[src/i2cmbe_pkg.sv]
// ----------------------------------------------------------------------------
// i2cmbe_pkg
// Shared types and constants of the I2C master bit engine.
// ----------------------------------------------------------------------------
package i2cmbe_pkg;

    localparam int QDIV_W = 16;
    localparam logic [QDIV_W-1:0] QDIV_RESET = 16'd62;

    localparam int PADDR_W = 3;
    localparam int PDATA_W = 32;

    // command codes carried in the mode field
    localparam logic [2:0] MODE_NONE  = 3'd0;
    localparam logic [2:0] MODE_START = 3'd1;
    localparam logic [2:0] MODE_STOP  = 3'd2;
    localparam logic [2:0] MODE_WRITE = 3'd3;
    localparam logic [2:0] MODE_READ  = 3'd4;

    typedef struct packed {
        logic [2:0] mode;
        logic [7:0] data_byte;
        logic       nak;
        logic       sda_in;
    } t_in_item;

    typedef struct packed {
        logic       sda_low;
        logic       scl_low;
        logic       busy_res;
        logic [7:0] read_byte;
        logic       cmd_done;
        logic       read_done;
    } t_out_item;

endpackage

[src/i2cmbe_regs.sv]
// ----------------------------------------------------------------------------
// i2cmbe_regs
// APB configuration register: ticks per quarter bit.
// ----------------------------------------------------------------------------
module i2cmbe_regs (
    input  logic                               i_clk,
    input  logic                               i_rst_n,
    input  logic                               psel,
    input  logic                               penable,
    input  logic                               pwrite,
    input  logic [i2cmbe_pkg::PADDR_W-1:0]     paddr,
    input  logic [i2cmbe_pkg::PDATA_W-1:0]     pwdata,
    output logic [i2cmbe_pkg::PDATA_W-1:0]     prdata,
    output logic                               pready,
    output logic [i2cmbe_pkg::QDIV_W-1:0]      o_quarter_div
);

    localparam logic REG_QUARTER_DIV = 1'b0;

    logic [i2cmbe_pkg::QDIV_W-1:0] r_quarter_div;
    logic                          sel_qdiv;

    // registers sit on 4-byte boundaries; bit 2 is the register index
    assign sel_qdiv = (paddr[2] == REG_QUARTER_DIV);

    always_ff @(posedge i_clk) begin
        if (!i_rst_n) begin
            r_quarter_div <= i2cmbe_pkg::QDIV_RESET;
        end else if (psel && penable && pwrite && sel_qdiv) begin
            r_quarter_div <= pwdata[i2cmbe_pkg::QDIV_W-1:0];
        end
    end

    assign prdata = sel_qdiv
        ? {{(i2cmbe_pkg::PDATA_W-i2cmbe_pkg::QDIV_W){1'b0}}, r_quarter_div}
        : '0;
    assign pready        = 1'b1;
    assign o_quarter_div = r_quarter_div;

endmodule

[src/i2cmbe_core.sv]
// ----------------------------------------------------------------------------
// i2cmbe_core
// Bus sequencer state: advances one tick per item and forms its result.
// ----------------------------------------------------------------------------
module i2cmbe_core (
    input  logic                          i_clk,
    input  logic                          i_rst_n,
    input  logic                          i_adv,
    input  i2cmbe_pkg::t_in_item          i_item,
    input  logic [i2cmbe_pkg::QDIV_W-1:0] i_quarter_div,
    output i2cmbe_pkg::t_out_item         o_result
);

    typedef enum logic [2:0] {
        PH_IDLE  = 3'd0,
        PH_START = 3'd1,
        PH_STOP  = 3'd2,
        PH_WRITE = 3'd3,
        PH_READ  = 3'd4
    } t_phase;

    t_phase                        r_phase, n_phase;
    logic [3:0]                    r_bit, n_bit;
    logic [1:0]                    r_q, n_q;
    logic [i2cmbe_pkg::QDIV_W-1:0] r_pre, n_pre;
    logic [7:0]                    r_shift, n_shift;
    logic                          r_nak, n_nak;
    logic                          r_sda, n_sda;
    logic                          r_scl, n_scl;
    logic [7:0]                    r_last, n_last;

    logic [i2cmbe_pkg::QDIV_W-1:0] div;
    logic                          quarter_end;
    logic                          last;
    logic                          done;
    logic                          rdone;
    logic                          cmd_valid;

    // drives applied on entry to a quarter; returns {sda, scl}
    function automatic logic [1:0] f_enter(t_phase ph, logic [1:0] q, logic [3:0] b,
                                           logic [7:0] sh, logic nk, logic sda,
                                           logic scl);
        logic s;
        logic c;
        s = sda;
        c = scl;
        unique case (ph)
            PH_START: begin
                if (q == 2'd0) begin
                    s = 1'b0;
                    c = 1'b0;
                end else if (q == 2'd1) begin
                    s = 1'b1;
                end else begin
                    c = 1'b1;
                end
            end
            PH_STOP: begin
                if (q == 2'd0) begin
                    s = 1'b1;
                    c = 1'b1;
                end else if (q == 2'd1) begin
                    c = 1'b0;
                end else begin
                    s = 1'b0;
                end
            end
            PH_WRITE, PH_READ: begin
                if (q == 2'd0) begin
                    if (b < 4'd8) begin
                        s = (ph == PH_WRITE) ? ~sh[7] : 1'b0;
                    end else begin
                        s = (ph == PH_WRITE) ? 1'b0 : ~nk;
                    end
                end else if (q == 2'd1) begin
                    c = 1'b0;
                end else if (q == 2'd3) begin
                    c = 1'b1;
                end
            end
            default: begin
            end
        endcase
        return {s, c};
    endfunction

    assign div = (i_quarter_div == '0) ? {{(i2cmbe_pkg::QDIV_W-1){1'b0}}, 1'b1}
                                       : i_quarter_div;
    assign quarter_end = ({1'b0, r_pre} + {{i2cmbe_pkg::QDIV_W{1'b0}}, 1'b1})
                         >= {1'b0, div};
    assign cmd_valid = (i_item.mode == i2cmbe_pkg::MODE_START)
                    || (i_item.mode == i2cmbe_pkg::MODE_STOP)
                    || (i_item.mode == i2cmbe_pkg::MODE_WRITE)
                    || (i_item.mode == i2cmbe_pkg::MODE_READ);

    always_comb begin
        n_phase = r_phase;
        n_bit   = r_bit;
        n_q     = r_q;
        n_pre   = r_pre;
        n_shift = r_shift;
        n_nak   = r_nak;
        n_sda   = r_sda;
        n_scl   = r_scl;
        n_last  = r_last;
        last    = 1'b0;
        done    = 1'b0;
        rdone   = 1'b0;
        if (r_phase == PH_IDLE) begin
            if (cmd_valid) begin
                n_phase = t_phase'(i_item.mode);
                n_bit   = 4'd0;
                n_q     = 2'd0;
                n_pre   = '0;
                if (i_item.mode == i2cmbe_pkg::MODE_WRITE) begin
                    n_shift = i_item.data_byte;
                end
                if (i_item.mode == i2cmbe_pkg::MODE_READ) begin
                    n_shift = 8'd0;
                    n_nak   = i_item.nak;
                end
                {n_sda, n_scl} = f_enter(n_phase, 2'd0, 4'd0, n_shift, n_nak,
                                         r_sda, r_scl);
            end
        end else if (quarter_end) begin
            n_pre = '0;
            // read samples at the end of quarter 1, write shifts after quarter 3
            if (r_phase == PH_READ && r_q == 2'd1 && r_bit < 4'd8) begin
                n_shift = {r_shift[6:0], i_item.sda_in};
            end
            if (r_phase == PH_WRITE && r_q == 2'd3 && r_bit < 4'd8) begin
                n_shift = {r_shift[6:0], 1'b0};
            end
            if (r_phase == PH_START || r_phase == PH_STOP) begin
                last = (r_q >= 2'd2);
                n_q  = r_q + 2'd1;
            end else begin
                last = (r_q == 2'd3) && (r_bit >= 4'd8);
                n_q  = r_q + 2'd1;
                if (r_q == 2'd3) begin
                    n_bit = r_bit + 4'd1;
                end
            end
            if (!last) begin
                {n_sda, n_scl} = f_enter(r_phase, n_q, n_bit, n_shift, r_nak,
                                         r_sda, r_scl);
            end else begin
                if (r_phase == PH_READ) begin
                    n_last = n_shift;
                    n_sda  = 1'b0;
                    rdone  = 1'b1;
                end
                done    = 1'b1;
                n_phase = PH_IDLE;
                n_bit   = 4'd0;
                n_q     = 2'd0;
            end
        end else begin
            n_pre = r_pre + {{(i2cmbe_pkg::QDIV_W-1){1'b0}}, 1'b1};
        end
    end

    always_ff @(posedge i_clk) begin
        if (!i_rst_n) begin
            r_phase <= PH_IDLE;
            r_bit   <= 4'd0;
            r_q     <= 2'd0;
            r_pre   <= '0;
            r_shift <= 8'd0;
            r_nak   <= 1'b0;
            r_sda   <= 1'b0;
            r_scl   <= 1'b0;
            r_last  <= 8'd0;
        end else if (i_adv) begin
            r_phase <= n_phase;
            r_bit   <= n_bit;
            r_q     <= n_q;
            r_pre   <= n_pre;
            r_shift <= n_shift;
            r_nak   <= n_nak;
            r_sda   <= n_sda;
            r_scl   <= n_scl;
            r_last  <= n_last;
        end
    end

    always_comb begin
        o_result.sda_low   = n_sda;
        o_result.scl_low   = n_scl;
        o_result.busy_res  = (n_phase != PH_IDLE);
        o_result.read_byte = n_last;
        o_result.cmd_done  = done;
        o_result.read_done = rdone;
    end

endmodule

[src/i2c_master_bit_engine_unit.sv]
// Each tick item passes the input register, then the result register.
// Throughput: one item per cycle while results are taken; the result register
// frees itself when taken.
// Reset (i_rst_n low, synchronous): bus idle, SDA and SCL released,
// read byte 0, quarter_div back to 62, both registers emptied.
// ----------------------------------------------------------------------------
// i2c_master_bit_engine_unit
// I2C master bit engine: one tick item in, one pin/status item out.
// ----------------------------------------------------------------------------
module i2c_master_bit_engine_unit (
    input  logic                               i_clk,
    input  logic                               i_rst_n,
    input  logic                               i_in_valid,
    output logic                               o_in_ready,
    input  i2cmbe_pkg::t_in_item               i_in_item,
    output logic                               o_out_valid,
    input  logic                               i_out_ready,
    output i2cmbe_pkg::t_out_item              o_out_item,
    input  logic                               psel,
    input  logic                               penable,
    input  logic                               pwrite,
    input  logic [i2cmbe_pkg::PADDR_W-1:0]     paddr,
    input  logic [i2cmbe_pkg::PDATA_W-1:0]     pwdata,
    output logic [i2cmbe_pkg::PDATA_W-1:0]     prdata,
    output logic                               pready
);

    logic                          r_in_valid;
    i2cmbe_pkg::t_in_item          r_in_item;
    logic                          r_out_valid;
    i2cmbe_pkg::t_out_item         r_out_item;
    logic                          adv;
    logic [i2cmbe_pkg::QDIV_W-1:0] quarter_div;
    i2cmbe_pkg::t_out_item         result;

    // the held item moves on whenever the result register is free or being taken
    assign adv        = r_in_valid && (!r_out_valid || i_out_ready);
    assign o_in_ready = !r_in_valid || adv;

    i2cmbe_regs u_regs (
        .i_clk         (i_clk),
        .i_rst_n       (i_rst_n),
        .psel          (psel),
        .penable       (penable),
        .pwrite        (pwrite),
        .paddr         (paddr),
        .pwdata        (pwdata),
        .prdata        (prdata),
        .pready        (pready),
        .o_quarter_div (quarter_div)
    );

    i2cmbe_core u_core (
        .i_clk         (i_clk),
        .i_rst_n       (i_rst_n),
        .i_adv         (adv),
        .i_item        (r_in_item),
        .i_quarter_div (quarter_div),
        .o_result      (result)
    );

    always_ff @(posedge i_clk) begin
        if (!i_rst_n) begin
            r_in_valid  <= 1'b0;
            r_out_valid <= 1'b0;
        end else begin
            if (o_in_ready) begin
                r_in_valid <= i_in_valid;
            end
            if (adv) begin
                r_out_valid <= 1'b1;
            end else if (i_out_ready) begin
                r_out_valid <= 1'b0;
            end
        end
    end

    always_ff @(posedge i_clk) begin
        if (o_in_ready && i_in_valid) begin
            r_in_item <= i_in_item;
        end
        if (adv) begin
            r_out_item <= result;
        end
    end

    assign o_out_valid = r_out_valid;
    assign o_out_item  = r_out_item;

endmodule

[config.mk]
export PLATFORM = sky130hd
export DESIGN_NAME = i2c_master_bit_engine_unit
export DESIGN_NICKNAME = d
export VERILOG_FILES = /design/src/i2cmbe_pkg.sv /design/src/i2cmbe_regs.sv /design/src/i2cmbe_core.sv /design/src/i2c_master_bit_engine_unit.sv
export SDC_FILE = /design/constraint.sdc
export NUM_CORES = 1
export LEC_CHECK = 0
export ABC_AREA = 1
export BUFFER_PORTS_ARGS = -buffer_cell sky130_fd_sc_hd__buf_2
export CAP_MARGIN = 30
export CORE_MARGIN = 1.5
export CORE_UTILIZATION = 45
export DETAILED_ROUTE_END_ITERATION = 8
export PLACE_DENSITY = 0.79
export RECOVER_POWER = 50
export SETUP_SLACK_MARGIN = 0.2
export SLEW_MARGIN = 5
export SYNTH_ARGS = -nofsm -noshare
export SYNTH_HDL_FRONTEND = slang
export SYNTH_HIERARCHICAL = 1
export SYNTH_SLANG_ARGS = --single-unit
[constraint.sdc]
create_clock -name i_clk -period 4.05 [get_ports i_clk]
set_input_delay 0.81 -clock i_clk [delete_from_list [all_inputs] [get_ports i_clk]]
set_output_delay 0.81 -clock i_clk [all_outputs]
set_load 0.05 [all_outputs]
---- Word-level counts from Yosys, hierarchy flattened ----
Cells that the tools add are included.
storage, ports and cells
  register bits after elaboration ......... 88
  input port bits ......................... 55
  output and inout port bits .............. 48
  word-level logic and storage cells ...... 158
cells by class
  add/sub/neg operators ................... 4
  order comparisons ....................... 5
  equal/unequal tests ..................... 14
  multiplexer cells ....................... 74
  bitwise operators ....................... 6
  reductions and logical operators ........ 32
operators with widths
  cell                     number
  $mux W8                  15
  $mux W16                 5
  $mux W1                  32
  $mux W4                  8
  $add A16 B1 Y17 const B  1
  $ge A17 B16 Y1           1
  $add A16 B1 Y16 const B  1
  $logic_not A16 Y1        1
  $eq A3 B2 Y1 const B     4
  $mux W2                  6
  $mux W3                  4
  $logic_and A1 B1 Y1      10
  $pmux W1 S3              3
  $lt A4 B4 Y1 const B     2
  $reduce_and A4 Y1        2
  $eq A3 B1 Y1 const B     2
  $eq A3 B3 Y1 const B     2
  $logic_or A1 B1 Y1       6
  $not A1 Y1               6
  $reduce_or A2 Y1         3
  $add A4 B1 Y4 const B    1
  $eq A2 B1 Y1 const B     2
  $eq A2 B2 Y1 const B     2
  $ge A4 B4 Y1 const B     1
  other kinds (13)         15

---- Logic depth before layout (Yosys ltp) ----
  depth in word-level cells ............... 15
  gate-level depth with buffers ........... 24

---- Cells and area by module ----
Netlist, hierarchy kept.
modules (own cells, without submodules)
  module                      instances  cells an instance  area an instance (µm²)
  i2cmbe_core                 1          571                3641.0
  i2cmbe_regs                 1          152                989.7
  i2c_master_bit_engine_unit  1          39                 875.8

---- Least setup slack after synthesis ----
OpenSTA, ideal clock, no wires.
  path type ............................... flip-flop to flip-flop
  start ................................... register u_core/r_pre[0] in the netlist's numbering
  end ..................................... register r_out_item (netlist bit o_out_item[12]) (data pin)
  library setup time ...................... 0.251 ns
  data arrival time ....................... 2.752 ns
  data required time ...................... 3.799 ns
  setup slack ............................. 1.046 ns
  stages on the path, launching flop included .. 22
  buffers on the path ..................... 2
  clock period less this slack ............ 3.004 ns
  cell sequence ........................... dfxtp_1 > ha_1 > nand2_1 > inv_2 > nand2_1 > nor2_1 > nand4_1 > nor2_1 > xor2_1 > inv_1 > ha_1 > nand4_1 > nor4_1 > nand2_1 > nand3_2 > buf_6 > nand2_1 > nand2_1 > nand3_1 > nand2_1 > inv_1 > buf_4
between the ends
  cells in the longest elaborated chain, start to end .. 4
RTL lines
  item                      line                              source
  start: declaration        i2cmbe_core.sv:25                 logic [i2cmbe_pkg::QDIV_W-1:0] r_pre, n_pre;
  start signal: assignment  i2cmbe_core.sv:178                r_pre <= n_pre;
  $add A16 B1 Y17           i2cmbe_core.sv:89                 assign quarter_end = ({1'b0, r_pre} + {{i2cmbe_pkg::QDIV_W{1'b0}}, 1'b1})
  $ge A17 B16 Y1            i2cmbe_core.sv:90                 >= {1'b0, div};
  $mux W1                   i2cmbe_core.sv:125                end else if (quarter_end) begin
  $mux W1                   i2cmbe_core.sv:109                if (r_phase == PH_IDLE) begin
  named net u_core.n_sda    i2cmbe_core.sv:28                 logic r_sda, n_sda;
  end signal: assignment    i2c_master_bit_engine_unit.sv:83  r_out_item <= result;
  end: declaration          i2c_master_bit_engine_unit.sv:31  i2cmbe_pkg::t_out_item r_out_item;
The timed path passes the listed nets, and every way through them passes these cells.
A chain may end at the register's enable or synchronous reset.

==> flow_metrics.tcl <==
set metrics [dict create \
    grtUsageTotal_pct 17.97 \
    die_h_um 113.6 \
    seq_area_mm2 0.002022 \
    hp-class "reg -> reg" \
    seq_power_share_pct 43.7 \
    drtAntennaViolNets 0 \
    core_mm2 0.01196 \
    finClkSkew_ns 0.006040 \
    grt_pass1_vias 3957 \
    post-dp-hpwl_mm 8.192 \
    dr.pass1.iters 5 \
    slew_violations 64 \
    async_reset_ff_share_pct 0 \
    synth_edf_count 26 \
    drtIter0Drc 310 \
    yosysUniqueCellTypes 42 \
    setup_viol 0 \
    p_leak_nw 2.814 \
    min_period_ns 3.486 \
    grt_setup_unrepaired "false" \
    violations "max-capacitance violations, max-slew violations" \
    worstPathMaxFanout 20 \
    overflow 0 \
    yosysWarnings 6 \
    multi_input_area_mm2 0.002749 \
    fill_cells 1140 \
    crit_required_ns 4.14 \
    ys_ff_latch 88 \
    drt_wl_total_mm 11.45 \
    p_sw_w 0.0006494 \
    p_per_area_mw_per_mm2 367.9 \
    cts_root_buf "clkbuf_16" \
    ir_drop_v 0.0002121 \
    setup_tns_ns 0 \
    gp_congestion 0.8768 \
    viasPerCell 4.972 \
    drc 0 \
    ios 103 \
    fmax_ghz 0.2869 \
    p_comb_share_pct 16.2 \
    dieWidth_um 113.6 \
    synth_xor_area_share_pct 1.591 \
    grt_max_degree 37 \
    nNetsFinal 889 \
    clk_latency_ns 0.35 \
    hold_slack_ns 0.4687 \
    start_util_pct 46.04 \
    intPower_w 0.001588 \
    synth_fa_ha_area_share_pct 5.226 \
    antenna_found_initial 0 \
    synth-compound-area-share_pct 14.29 \
    synthMuxAreaShare_pct 0 \
    status "finished, violations left" \
    drive_gt1_share_pct 16.91 \
    syn_area_mm2 0.005507 \
    ys_seq_area_share_pct 36.72 \
    cp-end-kind "flop" \
    hold_viol 0 \
    tightest_slew_ns 1.639 \
    vias 4788 \
    portBuffers 67 \
    n_antenna_cell 0 \
    swShare_pct 29.02 \
    cp.arrival_ns 3.57 \
    synthFlopType "dfxtp_1" \
    crit_path_start_kind "flop" \
    syn_area_per_cell_um2 7.226 \
    clkPwrFrac_pct 40.1 \
    fin_crit_sh_pct 86.07 \
    clockBufferDepth 2 \
    cts_num_sinks 88 \
    syn_inst 762 \
    routedWlPerCell_um 11.89 \
    grt_pass1_wl_mm 18.60 \
    synth_top_family_by_area "simple AND/OR/NAND/NOR gates" \
    cts_tree "done" \
    area_delta_synth_final_pct 10.47 \
    slew_headroom_pct -9.274 \
    clkTransAtPathRegs_ns 0.07 \
    synth-simple-area-share_pct 27.61 \
    cts-htree-levels 3 \
    rrSetupSlack_ns 0.56 \
    maxCapViolations 2 \
    crit_type "reg -> reg" \
    num_rows 40 \
    numCtsBuffers 9 \
    dieArea_mm2 0.01291 \
]
## per-stage QoR
step                      worst slack [ns]  std cells  total power (W)  utilization [%]  cell area, um2
after detailed placement            0.4870        947         0.001357            48.41            5791
after global routing                0.3060        963         0.002329            50.86            6083
final                               0.5642        963         0.002238            50.86            6083
after CTS                           0.4706        963         0.002252            51.09            6111
after floorplan                      1.046        777         0.001301                -            5563
after global placement              0.5472        947         0.001353            48.41            5791
## area by class of cell
class,count,area share (%)
Sequential cell,88,33.24
Timing Repair Buffer,69,5.327
Clock inverter,6,1.501
Tap cell,147,3.023
Multi-Input combinational cell,514,45.19
Clock buffer,10,3.764
Inverter,129,7.960
## layer usage
metal	part of all wire, %	routed length, um	vias up	GRT usage [%]
li1	-	-	2500	-
met3	7.4	844	11	4.357
met5	0	0	-	0
met2	44	5016	155	27.27
met1	48	5437	2122	25.04
met4	1.3	148	0	6.167
## worst paths after layout
check | start | endpoint | cells after the start
setup / recovery | u_core/r_pre[0]$_SDFFE_PN0P_ | o_out_item[10]$_DFFE_PP_ | 17
hold reg to reg | u_core/r_shift[4]$_SDFFE_PN0P_ | u_core/r_shift[4]$_SDFFE_PN0P_ | 2
hold / removal | u_core/r_shift[4]$_SDFFE_PN0P_ | u_core/r_shift[4]$_SDFFE_PN0P_ | 2
setup reg to reg | u_core/r_pre[0]$_SDFFE_PN0P_ | o_out_item[10]$_DFFE_PP_ | 17
## cells by family (layout without fill, tap and decap cells)
kind of cell    count (synthesis)  in the layout
buf+inv                       175            214
flops                          88             88
other cells                     2             17
xor+xnor                       10             10
fa+ha+maj                      23             23
compound gates                139            139
simple gates                  325            325
## cells in the mapped netlist, types with 6 or more instances
cell | n | share of area (%)
nand2_2 | 21 | 2.4
buf_4 | 25 | 3.4
o21ai_1 | 15 | 1.4
inv_2 | 8 | 0.55
ha_1 | 23 | 5.2
nor4_1 | 7 | 0.80
clkbuf_1 | 11 | 0.75
inv_1 | 120 | 8.2
nand2_1 | 150 | 10
edfxtp_1 | 26 | 14
o21ai_2 | 6 | 0.95
nand3_1 | 42 | 3.8
nor2_1 | 64 | 4.4
a21oi_1 | 46 | 4.2
nand4_1 | 10 | 1.1
nor2_2 | 14 | 1.6
dfxtp_1 | 62 | 23
o21ai_0 | 51 | 4.6
a21oi_2 | 12 | 1.9
xnor2_1 | 6 | 0.95
## what timing repair did
action                                  in CTS  in global routing
hold buffers                                 0                  0
endpoints found under the hold margin        0                  0
gates resized for setup                      0                  1
endpoints found under the setup margin       0                  2
setup buffers                                0                  0
## layout by cell type (no fill, tap or decap), types with 2 or more instances in the layout
master | synthesis | routed
o21ai_0 | 51 | 51
o21ai_2 | 6 | 6
xor2_1 | 4 | 4
o21ai_1 | 15 | 15
nand2_2 | 21 | 21
nor2_2 | 14 | 14
dfxtp_1 | 62 | 62
nand3b_1 | 3 | 3
a21oi_2 | 12 | 12
nand2_1 | 150 | 150
nor2_4 | 3 | 3
edfxtp_1 | 26 | 26
bufinv_16 | 0 | 2
nand4_1 | 10 | 10
clkinv_4 | 0 | 2
conb_1 | 2 | 17
clkbuf_16 | 0 | 9
nand3_1 | 42 | 43
o211ai_1 | 3 | 3
ha_1 | 23 | 23
nor2_1 | 64 | 64
inv_2 | 8 | 8
inv_1 | 120 | 120
nand2_4 | 2 | 2
a21oi_1 | 46 | 46
clkbuf_1 | 11 | 18
nor4_1 | 7 | 7
xnor2_1 | 6 | 6
buf_2 | 5 | 52
## flip-flops by register name, summed over array words and instances (netlist names)
name                  count
o_out_item               13
o_out_valid               1
r_in_item                13
r_in_valid                1
u_core/r_bit              4
u_core/r_last             8
u_core/r_nak              1
u_core/r_phase            3
u_core/r_pre             16
u_core/r_q                2
u_core/r_scl              1
u_core/r_sda              1
u_core/r_shift            8
u_regs/o_quarter_div     16
## critical path, stage by stage, from the launching register on
cell      delay, ns
dfxtp_1        0.41
ha_1           0.19
nand2_1        0.07
inv_2          0.08
nand2_1        0.05
nor2_1         0.22
nand4_1        0.16
nor2_1         0.14
xor2_1         0.15
inv_1          0.09
ha_1           0.32
nand4_1        0.11
nor4_1         0.27
nand2_1        0.22
nand3_4        0.32
nand2_4        0.10
a21oi_1        0.22
nand3b_1       0.12
## power by group through the flow
stage,registers (W),clock network [W],logic [W]
5_1_grt,0.000982,0.000949,0.000399
4_1_cts,0.000977,0.000913,0.000363
6_report,0.000978,0.000897,0.000363
3_3_place_gp,0.000996,0,0.000357
3_5_place_dp,0.000997,0,0.000360
2_1_floorplan,0.00102,0,0.000284
(Power assumes the default switching activity.)
